<file path="src/design/plg_pkg.sv">
// ----------------------------------------------------------------------------
// plg_pkg
// shared types, constants and helpers of the peer link loss guard
// ----------------------------------------------------------------------------
package plg_pkg;

   // peer table geometry
   localparam int MAX_PEERS = 16;
   localparam int PEER_AW   = (MAX_PEERS > 1) ? $clog2(MAX_PEERS) : 1;
   localparam int PEER_CW   = $clog2(MAX_PEERS + 1);

   // field widths
   localparam int ID_W   = 8;
   localparam int POS_W  = 32;
   localparam int TIM_W  = 32;
   localparam int DT_W   = 18;
   localparam int CONF_W = 24;
   localparam int PC_W   = 5;
   localparam int SLOT_W = 4;

   localparam int REQ_DATA_W = 144;
   localparam int RSP_DATA_W = 144;
   localparam int CSR_AW     = 2;

   // step time limits
   localparam logic [DT_W-1:0] DT_DEFAULT = 18'd10000;
   localparam logic [DT_W-1:0] DT_MAX     = 18'd200000;

   // confirm time reset value
   localparam logic [CONF_W-1:0] CONFIRM_RST = 24'd300000;

   // item kinds on req_tuser
   localparam logic OP_SLOT_WRITE = 1'b0;
   localparam logic OP_TICK       = 1'b1;

   // register indexes
   localparam logic [CSR_AW-1:0] CSR_GUARD_ENABLED   = 2'd0;
   localparam logic [CSR_AW-1:0] CSR_CLEAR_CONFIRM   = 2'd1;
   localparam logic [CSR_AW-1:0] CSR_RECOVERY_CONFIRM = 2'd2;

   typedef enum logic [1:0] {
      GS_CLEAR   = 2'd0,
      GS_MONITOR = 2'd1,
      GS_HOLD    = 2'd2,
      GS_RECOVER = 2'd3
   } guard_state_type;

   // saturating timer advance
   function automatic logic [TIM_W-1:0] sat_add(input logic [TIM_W-1:0] a,
                                                input logic [DT_W-1:0]  b);
      logic [TIM_W:0] s;
      s = {1'b0, a} + (TIM_W+1)'(b);
      return s[TIM_W] ? {TIM_W{1'b1}} : s[TIM_W-1:0];
   endfunction

endpackage

</file>
<file path="src/design/peer_link_loss_guard_fsm.sv">
// ----------------------------------------------------------------------------
// peer_link_loss_guard_fsm
// four-state guard that holds position when a hazard peer leaves the table
// ----------------------------------------------------------------------------
// a slot write item is written to the peer table; a tick item is scanned over
//   n = min(peer_count, MAX_PEERS) table entries, then evaluated and committed
//   to the output register; no new item is taken until the last tick commits;
//   the scan of the peer table ram reads one entry per cycle; output stalls delay the commit
// reset: synchronous active high; guard clear, timers and hold position zero,
//   all peer slots invalid, registers at their defaults
// ----------------------------------------------------------------------------
module peer_link_loss_guard_fsm (
   input  logic                              clock,
   input  logic                              reset,
   // request channel
   input  logic                              req_tvalid,
   output logic                              req_tready,
   // slot_index, slot_valid, slot_agent_id, peer_count, conflict,
   // conflict_agent_id, pos_x, pos_y, pos_z, step_dt_us, data_missing, zero fill
   input  logic [plg_pkg::REQ_DATA_W-1:0]    req_tdata,
   // opcode
   input  logic                              req_tuser,
   // response channel
   output logic                              rsp_tvalid,
   input  logic                              rsp_tready,
   // guard_state, hold_x, hold_y, hold_z, time_in_state_us, hazard_id,
   // guard_active, hazard_peer_present, guard_moved, zero fill
   output logic [plg_pkg::RSP_DATA_W-1:0]    rsp_tdata,
   // configuration port
   input  logic                              csr_we,
   input  logic [plg_pkg::CSR_AW-1:0]        csr_addr,
   input  logic [plg_pkg::CONF_W-1:0]        csr_wdata
);

   import plg_pkg::*;

   typedef enum logic [1:0] {
      S_IDLE,
      S_SCAN,
      S_EVAL
   } seq_type;

   // request field unpacking
   logic [SLOT_W-1:0] req_slot;
   logic              req_slot_valid;
   logic [ID_W-1:0]   req_slot_id;
   logic [PC_W-1:0]   req_peer_count;
   logic              req_conflict;
   logic [ID_W-1:0]   req_conflict_id;
   logic [POS_W-1:0]  req_pos_x;
   logic [POS_W-1:0]  req_pos_y;
   logic [POS_W-1:0]  req_pos_z;
   logic [DT_W-1:0]   req_dt;
   logic              req_missing;

   assign req_slot        = req_tdata[3:0];
   assign req_slot_valid  = req_tdata[4];
   assign req_slot_id     = req_tdata[12:5];
   assign req_peer_count  = req_tdata[17:13];
   assign req_conflict    = req_tdata[18];
   assign req_conflict_id = req_tdata[26:19];
   assign req_pos_x       = req_tdata[58:27];
   assign req_pos_y       = req_tdata[90:59];
   assign req_pos_z       = req_tdata[122:91];
   assign req_dt          = req_tdata[140:123];
   assign req_missing     = req_tdata[141];

   // sequencer and handshake
   seq_type seq_ff;
   logic    req_fire;
   logic    slot_wr;
   logic    tick_fire;
   logic    out_free;

   assign req_tready = (seq_ff == S_IDLE);
   assign req_fire   = req_tvalid && req_tready;
   assign slot_wr    = req_fire && (req_tuser == OP_SLOT_WRITE) &&
                       (32'(req_slot) < MAX_PEERS);
   assign tick_fire  = req_fire && (req_tuser == OP_TICK);
   assign out_free   = !rsp_tvalid || rsp_tready;

   // configuration registers
   logic              enabled_ff;
   logic [CONF_W-1:0] clear_cf_ff;
   logic [CONF_W-1:0] recov_cf_ff;

   // guard state
   guard_state_type   mode_ff,  mode_in;
   logic [ID_W-1:0]   haz_ff,   haz_in;
   logic [TIM_W-1:0]  mt_ff,    mt_in;
   logic [TIM_W-1:0]  ct_ff,    ct_in;
   logic [TIM_W-1:0]  rt_ff,    rt_in;
   logic [POS_W-1:0]  hx_ff,    hx_in;
   logic [POS_W-1:0]  hy_ff,    hy_in;
   logic [POS_W-1:0]  hz_ff,    hz_in;
   logic              present_in;

   // captured tick
   logic [PEER_CW-1:0] n_ff;
   logic               conf_ff;
   logic [ID_W-1:0]    cid_ff;
   logic [POS_W-1:0]   px_ff;
   logic [POS_W-1:0]   py_ff;
   logic [POS_W-1:0]   pz_ff;
   logic [DT_W-1:0]    dt_ff;
   logic               miss_ff;

   // scan pipeline
   logic [MAX_PEERS-1:0] vld_ff;
   logic [PEER_CW-1:0]   rd_cnt_ff;
   logic                 rd_pend_ff;
   logic                 rd_vbit_ff;
   logic                 hit_old_ff;
   logic                 hit_cid_ff;
   logic                 rd_issue;
   logic [PEER_AW-1:0]   rd_addr;
   logic [ID_W-1:0]      rd_id;
   logic [PEER_CW-1:0]   n_in;
   logic [DT_W-1:0]      dt_in;

   logic [RSP_DATA_W-1:0] rsp_tdata_in;

   assign rd_issue = (seq_ff == S_SCAN) && (rd_cnt_ff < n_ff);
   assign rd_addr  = PEER_AW'(rd_cnt_ff);

   // scan covers only the slots named by the tick, capped at the table size
   assign n_in  = (32'(req_peer_count) > MAX_PEERS) ? PEER_CW'(MAX_PEERS)
                                                    : PEER_CW'(req_peer_count);
   // zero or out of range step time falls back to the default
   assign dt_in = ((req_dt == '0) || (req_dt > DT_MAX)) ? DT_DEFAULT : req_dt;

   // peer id store; valid marks live in flops so reset clears them at once
   plg_ram #(
      .WIDTH (ID_W),
      .DEPTH (MAX_PEERS)
   ) u_peer_ram (
      .clock   (clock),
      .wr_en   (slot_wr),
      .wr_addr (PEER_AW'(req_slot)),
      .wr_data (req_slot_id),
      .rd_addr (rd_addr),
      .rd_data (rd_id)
   );

   // guard transition, evaluated once the scan has both presence answers
   always_comb begin
      logic pres_pre;
      logic same;
      logic [TIM_W-1:0] tsum;

      mode_in = mode_ff;
      haz_in  = haz_ff;
      mt_in   = mt_ff;
      ct_in   = ct_ff;
      rt_in   = rt_ff;
      hx_in   = hx_ff;
      hy_in   = hy_ff;
      hz_in   = hz_ff;
      present_in = 1'b0;
      tsum    = '0;

      // id zero never counts as present
      pres_pre = (haz_ff != '0) && hit_old_ff;
      same     = (haz_ff == cid_ff);

      if (!enabled_ff || miss_ff) begin
         // forced clear, hold position kept, mode timer not advanced
         mode_in = GS_CLEAR;
         if (mode_ff != GS_CLEAR) begin
            mt_in = '0;
         end
         haz_in = '0;
         ct_in  = '0;
         rt_in  = '0;
      end else begin
         mt_in = sat_add(mt_ff, dt_ff);
         if (conf_ff && (cid_ff != '0) &&
             !(((mode_ff == GS_HOLD) || (mode_ff == GS_RECOVER)) && !same)) begin
            if (!same || (mode_ff == GS_CLEAR) || (mode_ff == GS_MONITOR)) begin
               // start or restart monitoring the reported peer
               haz_in  = cid_ff;
               ct_in   = '0;
               rt_in   = '0;
               mode_in = GS_MONITOR;
               if ((mode_ff != GS_MONITOR) || !same) begin
                  mt_in = '0;
               end
            end else if (mode_ff == GS_HOLD) begin
               rt_in   = '0;
               mode_in = GS_RECOVER;
               mt_in   = '0;
            end else begin
               // recovering with the same peer still in conflict
               tsum  = sat_add(rt_ff, dt_ff);
               rt_in = tsum;
               if (tsum >= TIM_W'(recov_cf_ff)) begin
                  ct_in   = '0;
                  rt_in   = '0;
                  mode_in = GS_MONITOR;
                  mt_in   = '0;
               end
            end
         end else begin
            case (mode_ff)
               GS_MONITOR: begin
                  if (!pres_pre) begin
                     // peer lost: capture own position and hold
                     hx_in   = px_ff;
                     hy_in   = py_ff;
                     hz_in   = pz_ff;
                     ct_in   = '0;
                     rt_in   = '0;
                     mode_in = GS_HOLD;
                     mt_in   = '0;
                  end else begin
                     tsum  = sat_add(ct_ff, dt_ff);
                     ct_in = tsum;
                     if (tsum >= TIM_W'(clear_cf_ff)) begin
                        mode_in = GS_CLEAR;
                        mt_in   = '0;
                        haz_in  = '0;
                        ct_in   = '0;
                        rt_in   = '0;
                     end
                  end
               end
               GS_HOLD: begin
                  if (pres_pre) begin
                     rt_in   = '0;
                     mode_in = GS_RECOVER;
                     mt_in   = '0;
                  end
               end
               GS_RECOVER: begin
                  if (!pres_pre) begin
                     // peer lost again: hold at the old capture
                     ct_in   = '0;
                     rt_in   = '0;
                     mode_in = GS_HOLD;
                     mt_in   = '0;
                  end else begin
                     tsum  = sat_add(rt_ff, dt_ff);
                     rt_in = tsum;
                     if (tsum >= TIM_W'(recov_cf_ff)) begin
                        mode_in = GS_CLEAR;
                        mt_in   = '0;
                        haz_in  = '0;
                        ct_in   = '0;
                        rt_in   = '0;
                     end
                  end
               end
               default: begin
               end
            endcase
         end
         // presence after the step: the new hazard is zero, the old one or the reported one
         if (haz_in == '0) begin
            present_in = 1'b0;
         end else if (haz_in == haz_ff) begin
            present_in = hit_old_ff;
         end else begin
            present_in = hit_cid_ff;
         end
      end
   end

   assign rsp_tdata_in = {3'b000,
                          (mode_in != mode_ff),
                          present_in,
                          ((mode_in == GS_HOLD) || (mode_in == GS_RECOVER)),
                          haz_in,
                          mt_in,
                          hz_in,
                          hy_in,
                          hx_in,
                          mode_in};

   always_ff @(posedge clock) begin
      if (reset) begin
         seq_ff      <= S_IDLE;
         enabled_ff  <= 1'b0;
         clear_cf_ff <= CONFIRM_RST;
         recov_cf_ff <= CONFIRM_RST;
         mode_ff     <= GS_CLEAR;
         haz_ff      <= '0;
         mt_ff       <= '0;
         ct_ff       <= '0;
         rt_ff       <= '0;
         hx_ff       <= '0;
         hy_ff       <= '0;
         hz_ff       <= '0;
         vld_ff      <= '0;
         rd_cnt_ff   <= '0;
         rd_pend_ff  <= 1'b0;
         hit_old_ff  <= 1'b0;
         hit_cid_ff  <= 1'b0;
         rsp_tvalid  <= 1'b0;
      end else begin
         // register writes
         if (csr_we) begin
            case (csr_addr)
               CSR_GUARD_ENABLED:    enabled_ff  <= csr_wdata[0];
               CSR_CLEAR_CONFIRM:    clear_cf_ff <= csr_wdata;
               CSR_RECOVERY_CONFIRM: recov_cf_ff <= csr_wdata;
               default: begin
               end
            endcase
         end

         // in the commit cycle the leaving item is replaced by the new one
         if (rsp_tvalid && rsp_tready && (seq_ff != S_EVAL)) begin
            rsp_tvalid <= 1'b0;
         end

         if (slot_wr) begin
            vld_ff[PEER_AW'(req_slot)] <= req_slot_valid;
         end

         // one table entry read per cycle, compared in the following cycle
         rd_pend_ff <= rd_issue;
         rd_vbit_ff <= vld_ff[rd_addr];
         if (rd_issue) begin
            rd_cnt_ff <= rd_cnt_ff + PEER_CW'(1);
         end
         if (rd_pend_ff && rd_vbit_ff) begin
            if (rd_id == haz_ff) begin
               hit_old_ff <= 1'b1;
            end
            if (rd_id == cid_ff) begin
               hit_cid_ff <= 1'b1;
            end
         end

         case (seq_ff)
            S_IDLE: begin
               if (tick_fire) begin
                  seq_ff     <= S_SCAN;
                  rd_cnt_ff  <= '0;
                  hit_old_ff <= 1'b0;
                  hit_cid_ff <= 1'b0;
                  n_ff       <= n_in;
                  conf_ff    <= req_conflict;
                  cid_ff     <= req_conflict_id;
                  px_ff      <= req_pos_x;
                  py_ff      <= req_pos_y;
                  pz_ff      <= req_pos_z;
                  dt_ff      <= dt_in;
                  miss_ff    <= req_missing;
               end
            end
            S_SCAN: begin
               if (!rd_issue && !rd_pend_ff) begin
                  seq_ff <= S_EVAL;
               end
            end
            S_EVAL: begin
               // commit only when the output register can take the item
               if (out_free) begin
                  seq_ff     <= S_IDLE;
                  mode_ff    <= mode_in;
                  haz_ff     <= haz_in;
                  mt_ff      <= mt_in;
                  ct_ff      <= ct_in;
                  rt_ff      <= rt_in;
                  hx_ff      <= hx_in;
                  hy_ff      <= hy_in;
                  hz_ff      <= hz_in;
                  rsp_tvalid <= 1'b1;
                  rsp_tdata  <= rsp_tdata_in;
               end
            end
            default: begin
               seq_ff <= S_IDLE;
            end
         endcase
      end
   end

   // clear always carries no hazard peer
   a_clear_no_hazard: assert property (@(posedge clock) disable iff (reset)
      (mode_ff == GS_CLEAR) |-> (haz_ff == '0))
      else $error("guard clear with nonzero hazard id");

   // monitoring always names a real peer
   a_monitor_has_peer: assert property (@(posedge clock) disable iff (reset)
      (mode_ff == GS_MONITOR) |-> (haz_ff != '0))
      else $error("guard monitoring without hazard id");

   // a state change restarts the time in state
   a_change_zeroes_timer: assert property (@(posedge clock) disable iff (reset)
      (rsp_tvalid && rsp_tdata[140]) |-> (rsp_tdata[129:98] == '0))
      else $error("state changed but time in state not zero");

   // the scan never reads past the slots in use
   a_scan_bound: assert property (@(posedge clock) disable iff (reset)
      (seq_ff == S_SCAN) |-> (rd_cnt_ff <= n_ff))
      else $error("peer scan ran past its count");

   // the guard state only moves when a tick result is committed
   a_state_on_commit: assert property (@(posedge clock) disable iff (reset)
      (mode_ff != $past(mode_ff)) |-> $rose(rsp_tvalid) || ($past(rsp_tvalid) && rsp_tvalid))
      else $error("guard state moved without a result");

endmodule

</file>
<file path="src/design/plg_ram.sv">
// ----------------------------------------------------------------------------
// plg_ram
// generic single write port ram with one registered read port
// ----------------------------------------------------------------------------
module plg_ram #(
   parameter int WIDTH = 8,
   parameter int DEPTH = 16
) (
   input  logic                                     clock,
   input  logic                                     wr_en,
   input  logic [((DEPTH > 1) ? $clog2(DEPTH) : 1)-1:0] wr_addr,
   input  logic [WIDTH-1:0]                         wr_data,
   input  logic [((DEPTH > 1) ? $clog2(DEPTH) : 1)-1:0] rd_addr,
   output logic [WIDTH-1:0]                         rd_data
);

   logic [WIDTH-1:0] mem_ff [DEPTH];

   always_ff @(posedge clock) begin
      if (wr_en) begin
         mem_ff[wr_addr] <= wr_data;
      end
      rd_data <= mem_ff[rd_addr];
   end

endmodule
</file>
<file path="config.mk">
export PLATFORM = sky130hd
export DESIGN_NAME = peer_link_loss_guard_fsm
export DESIGN_NICKNAME = d
export VERILOG_FILES = /design/src/design/plg_pkg.sv /design/src/design/peer_link_loss_guard_fsm.sv /design/src/design/plg_ram.sv
export SDC_FILE = /design/constraint.sdc
export NUM_CORES = 1
export LEC_CHECK = 0
export ABC_AREA = 1
export BUFFER_PORTS_ARGS = -buffer_cell sky130_fd_sc_hd__buf_2
export CELL_PAD_IN_SITES_DETAIL_PLACEMENT = 1
export CELL_PAD_IN_SITES_GLOBAL_PLACEMENT = 1
export CORE_MARGIN = 10
export CORE_UTILIZATION = 49
export DETAILED_ROUTE_END_ITERATION = 8
export PLACE_DENSITY = 0.9
export SLEW_MARGIN = 20
export SYNTH_ARGS = -nofsm -noshare
export SYNTH_HDL_FRONTEND = slang
export SYNTH_SLANG_ARGS = --single-unit
</file>
<file path="constraint.sdc">
create_clock -name clock -period 23.5 [get_ports clock]
set_input_delay 3.525 -clock clock [delete_from_list [all_inputs] [get_ports clock]]
set_output_delay 3.525 -clock clock [all_outputs]
set_load 0.1 [all_outputs]
</file>
After elaboration in Yosys (flattened, before gate mapping)
Memories as Yosys holds them, arrays and structs flattened. A register that Yosys moved wholly into a read port is not among the register bits.
Cells that the tools add are included.

word-level totals
  register bits = 549
  RAM bits = 128
  bits of input ports = 176
  output and inout port bits = 146
  memories kept = 1

memory list
  name               words  width  rd ports  clocked after Yosys merged registers in  write ports  RTL line       text
  u_peer_ram.mem_ff  16     8      1         1                                        1            plg_ram.sv:17  logic [WIDTH-1:0] mem_ff [DEPTH];

operators by class
  $add $sub $neg = 4
  $lt $le $gt $ge = 8
  equal/unequal tests = 22
  multiplexer cells = 92
  bitwise logic cells = 2
  reduce and logical (&&, ||, !) cells = 47

operators by type and width
  cell                  count
  $mux 32               43
  $pmux 32 s3           2
  $add 32x18->33        3
  $ge 32x24->1          2
  $mux 8                8
  $pmux 32 s2           1
  $eq 8x8->1            4
  $mux 2                13
  $gt 18x18->1 const B  1
  $logic_not 18->1      1
  $bwmux 16             1
  $mux 1                16
  $pmux 8 s2            1
  $reduce_bool 8->1     2
  $mux 5                3
  $logic_and 1x1->1     13
  $eq 2x2->1 const B    6
  $pmux 2 s3            2
  $lt 4x5->1 const B    2
  $reduce_and 3->1      3
  $logic_not 8->1       1
  $logic_or 1x1->1      8
  $ne 4x3->1 const B    2
  $reduce_and 2->1      4
  other kinds (20)      33

Depth between registers and ports, before layout
  depth after elaboration = 10
  gate-level depth with buffers = 41
  mapped depth without buffers = 40

Hierarchy
A second synthesis with hierarchy kept.

second synthesis, totals
  cells, all modules = 4,101
  area total of the unflattened synthesis = 34,147.8 sq um

modules (own cells, without submodules)
  module                    instances  cells each  area an instance (sq um)  sequential area each (sq um)
  peer_link_loss_guard_fsm  1          3,550       28,381.0                  13,703.1
  plg_ram                   1          551         5,766.8                   4,003.8

Worst setup path before layout
Ideal clock, no wire load.

  path kind = input to register
  start = input rsp_tready
  end = register rsp_tdata[0] (netlist bit), enable pin
  setup time = 0.644 ns
  data arrival time = 10.205 ns
  slack = 12.651 ns
  stages = 6
  path buffers = 2
  path through = nor2_1 -> nor2_1 -> inv_1 -> clkbuf_1 -> clkbuf_1 -> nor2_1

between the ends
  cells in the longest elaborated chain, start to end = 2

RTL lines
  item                        RTL line                         text
  start, declared             peer_link_loss_guard_fsm.sv:25   input logic rsp_tready,
  $logic_or 1x1->1            peer_link_loss_guard_fsm.sv:80   assign out_free = !rsp_tvalid || rsp_tready;
  $reduce_and 3->1 (no line)  -
  end signal, assigned        peer_link_loss_guard_fsm.sv:370  rsp_tdata <= rsp_tdata_in;
  end, declared               peer_link_loss_guard_fsm.sv:28   output logic [plg_pkg::RSP_DATA_W-1:0] rsp_tdata,

No other way between the ends.
A chain may end at the register's enable or synchronous reset.

Worst setup path after layout
  start = register dt_ff[0]
  end = register rt_ff[0]

between the ends
  cells in the longest elaborated chain, start to end = 8

RTL lines
  item                                           RTL line                                                          text
  start, declared                                peer_link_loss_guard_fsm.sv:105                                   logic [DT_W-1:0] dt_ff;
  start signal, assigned                         peer_link_loss_guard_fsm.sv:348                                   dt_ff <= dt_in;
  $add 32x18->33                                 plg_pkg.sv:52                                                     s = {1'b0, a} + (TIM_W+1)'(b);
  $mux 32                                        plg_pkg.sv:53                                                     return s[TIM_W] ? {TIM_W{1'b1}} : s[TIM_W-1:0];
  $ge 32x24->1                                   peer_link_loss_guard_fsm.sv:196, peer_link_loss_guard_fsm.sv:244
  $mux 32                                        peer_link_loss_guard_fsm.sv:196, peer_link_loss_guard_fsm.sv:244
  $mux 32 (on tied branches)                     peer_link_loss_guard_fsm.sv:235, peer_link_loss_guard_fsm.sv:188
  $pmux 32 s3 / $mux 32 (equally long branches)  peer_link_loss_guard_fsm.sv:204, peer_link_loss_guard_fsm.sv:179
  $mux 32                                        peer_link_loss_guard_fsm.sv:177                                   if (conf_ff && (cid_ff != '0) &&
  $mux 32                                        peer_link_loss_guard_fsm.sv:166                                   if (!enabled_ff || miss_ff) begin
  end signal, assigned                           peer_link_loss_guard_fsm.sv:365                                   rt_ff <= rt_in;
  end, declared                                  peer_link_loss_guard_fsm.sv:92                                    logic [TIM_W-1:0] rt_ff, rt_in;

Parallel ways exist; a longest one is shown, timed or not.

==> metrics.md <==
| Metric | Value |
|---|---|
| Synth cell types | 55 |
| Synth Warn # | 0 |
| Vias | 29.7k |
| Register share of total power | 0.418 |
| Most frequent cells in the layout | 727 x nand2_1, 589 x inv_1, 525 x nor2_1 |
| Core Area | 68300 µm² |
| First-pass GRT wire length | 180000 µm |
| Mean post-synth cell area | 8.47 µm² |
| Synth Instances | 3979 |
| Hold wc startpoint | clear_cf_ff[3]$_SDFFE_PP0P_ |
| Net Switching | 1.10 mW |
| Worst Max-Slew Pin Slew | 1.16 ns |
| Die Wd | 282 µm |
| Post-CTS setup buffers | 0 |
| Leakage | 17.2 nW |
| Initial Util | 0.493 |
| CTS Buffer Depth | 3 |
| TritonCTS Buffers | 75 |
| Slew headroom | 0.225 |
| PortBufs | 316 |
| Final hold violations | 0 |
| Sw Share | 0.325 |
| Final HPWL DP | 76600 µm |
| Syn Std Cell Area | 33700 µm² |
| Post-synth top area share | 0.355 |
| Startpoint types | register |
| Critical Path Source | dt_ff[0]$_SDFFCE_PP0P_ |
| # IOs | 322 |
| Final setup TNS | 0 ns |
| Number of remaining DRC errors | 0 |
| Status | finished clean |
| RSZ-0062 raised after global routing | no |
| Hold buffer count at cts | 0 |
| Reg-to-reg critical path endpoint | rt_ff[0]$_SDFFE_PP0P_ |
| Asr flop ratio synth | 0 |
| WP data arrival | 7.66 ns |
| Layout cell share with drive strength beyond 1 | 0.146 |
| Flops & latches, synth | 685 |
| Clock skew | 0.0454 ns |
| CP required | 24.00 ns |
| Fmax | 0.140 GHz |
| R2R cell count | 29 |
| Min-Delay Path Depth | 2 |
| Crit path capture type | register |
| Die area | 79700 µm² |
| WHS Endpoint | clear_cf_ff[3]$_SDFFE_PP0P_ |
| Period utilization | 0.305 |
| Slew Limit Fails | 0 |
| Synth top area cells | edfxtp_1 36%, dfxtp_1 17%, nand2_1 8.1%, inv_1 6.6%, nor2_1 5.9% |
| Sink Count | 685 |
| CTS root buf | clkbuf_16 |
| Post-route ant nets | 0 |
| Most common cell on crit path | nand2_1 |
| Site row count | 96 |
| CTS resizes | 0 |
| Area Overhead vs Synth | 14.5% |
| Clock transition at the registers of the reported paths | 0.06 ns |
| PwrDens | 87.9 nW/µm² |
| H-tree depth | 3 |
| Die height | 282 µm |
| Max incr delay on CP | 0.96 ns |
| Place WS | 15.69 ns |
| 1st-iter DRT viols | 2359 |
| Top_reg_cell synth | edfxtp_1 |
| Clock tree from TritonCTS | done |
| Tot GR Track Use | 0.287 |
| Final instance area | 38600 µm² |
| Worst r2r src | dt_ff[0]$_SDFFCE_PP0P_ |
| Antenna violations before repair | 15 |
| 1st-pass router iterations | 5 |
| Drt wl/cell | 23.0 µm |
| Post-synth top area cell | edfxtp_1 |
| Critical path's slowest cell | clkinv_1 |
| Crit Path Class | reg2reg |
| Routed wire length | 119000 µm |
| Worst vdd ir | 0.0651 mV |
| Via/cell ratio | 5.71 |
| Gr ovfl total | 0 |
| Max_cap viols | 0 |
| RD Place Congestion | 0.911 |
| Reg2Reg Setup Slack | 16.33 ns |
| Setup violations, final | 0 |
| Most common cell after layout, fill and taps aside | nand2_1 |
| EDFF count, synth | 399 |
| Fin nets | 4519 |
| PnR worst setup slack | 16.33 ns |
| Maximum number of pins on one net before global-route repair | 141 |
| Worst min-delay path category | reg2reg |
| Seq/Total Area, Yosys | 0.525 |
| CP Max Fanout | 30 |
| Internal power | 2.29 mW |
| Logic pwr share | 0.199 |
| Vias in the first global route | 31.2k |
| Clock group share of total power | 0.383 |
| Dpl cell area | 35900 µm² |
| Clock Latency Late Sink | 0.66 ns |
| Post-layout min period | 7.17 ns |
==> synth_stat cells, types with 3 or more instances <==
| library cell | count |
|---|---|
| o21ai_0 | 221 |
| nor3_2 | 4 |
| xnor2_1 | 8 |
| o22ai_1 | 28 |
| buf_6 | 19 |
| nor4_1 | 5 |
| edfxtp_1 | 399 |
| nor2_1 | 530 |
| or2_2 | 34 |
| nor3_1 | 73 |
| xor2_1 | 43 |
| a21oi_1 | 206 |
| o211ai_1 | 51 |
| dfxtp_1 | 286 |
| o21a_1 | 6 |
| ha_1 | 107 |
| o221ai_1 | 15 |
| clkinv_1 | 8 |
| inv_2 | 7 |
| and2_1 | 5 |
| o21bai_1 | 4 |
| o21ai_1 | 107 |
| buf_4 | 4 |
| a21o_1 | 4 |
| clkbuf_1 | 119 |
| nand3b_1 | 6 |
| a31oi_1 | 3 |
| o21ai_2 | 91 |
| nand4_1 | 18 |
| a211oi_1 | 12 |
| nand3_1 | 179 |
| nand2_1 | 728 |
| nand2_2 | 11 |
| fa_1 | 3 |
| buf_1 | 9 |
| buf_2 | 13 |
| inv_1 | 591 |
==> per-layer routing <==
metal  track usage  part of all wire  vias up
li1              -                 -    13600
met1         0.331              0.38    14600
met2         0.502              0.50     1127
met3        0.0556             0.063      351
met4         0.150             0.054        2
met5             0          0.000092        -
==> worst max-delay path: cells and delay by family (launching register included) <==
family,cells,cell delay [ns]
buf+inv,4,1.69
fa+ha+maj,3,1.00
compound gates,3,0.82
simple gates,19,2.97
flops,1,0.52
==> sequential cells by signal, indices dropped and copies added, names as in the netlist, 2 cells and up <==
| register | cells |
|---|---|
| cid_ff | 8 |
| clear_cf_ff | 24 |
| ct_ff | 32 |
| dt_ff | 18 |
| haz_ff | 8 |
| hx_ff | 32 |
| hy_ff | 32 |
| hz_ff | 32 |
| mode_ff | 2 |
| mt_ff | 32 |
| n_ff | 5 |
| px_ff | 32 |
| py_ff | 32 |
| pz_ff | 32 |
| rd_cnt_ff | 5 |
| recov_cf_ff | 24 |
| rsp_tdata | 141 |
| rt_ff | 32 |
| seq_ff | 2 |
| u_peer_ram.mem_ff | 128 |
| u_peer_ram.rd_data | 8 |
| vld_ff | 16 |
==> per-stage QoR <==
step | power [mW] | util | hold WS (ns) | instances
6_report | 3.39 | 0.564 | 0.466 | 5193
5_1_grt | 3.52 | 0.564 | 0.495 | 5188
4_1_cts | 3.39 | 0.564 | 0.471 | 5178
3_5_place_dp | 2.08 | 0.525 | 0.462 | 5038
3_3_place_gp | 2.04 | 0.525 | 0.454 | 5038
2_1_floorplan | 1.90 | - | 0.435 | 3981
==> cells by family (layout without fill, tap and decap cells) <==
kind of cell | Yosys count | after routing | share of synthesized area
other | 1 | 18 | 0.000111
and+or+nand+nor | 1600 | 1600 | 0.196
AOI/OAI and AO/OA | 761 | 761 | 0.133
muxes | 1 | 1 | 0.000297
xor gates and xnor gates | 51 | 51 | 0.0133
adders and majority gates | 110 | 110 | 0.0415
buffers and inverters | 770 | 1085 | 0.0909
DFF | 685 | 685 | 0.525
==> layout make-up <==
cell class              count  area [µm²]
inverters                 606        2280
diodes                     15        37.5
clock inverters            39         606
repair buffers            339        1770
multi-input cells        2526       13000
flip-flops and latches    685       17700
clock buffers             101        2070
well taps                 882        1100
fillers                  8109       29800
==> worst max path at each step <==
stage | endpoint
finish | rt_ff[0]$_SDFFE_PP0P_
global route | rt_ff[0]$_SDFFE_PP0P_
CTS | rt_ff[0]$_SDFFE_PP0P_
detailed placement | rt_ff[0]$_SDFFE_PP0P_
global placement | rt_ff[0]$_SDFFE_PP0P_
floorplan | rsp_tdata[0]$_DFFE_PP_
==> power by group through the flow <==
stage / logic (mW) / clock network (mW) / registers [mW]
final: 0.675 / 1.30 / 1.42
after global routing: 0.731 / 1.36 / 1.42
after CTS: 0.667 / 1.30 / 1.41
after detailed placement: 0.643 / 0 / 1.44
after global placement: 0.608 / 0 / 1.43
after floorplan: 0.361 / 0 / 1.54
Power figures use the tool's default switching activity.
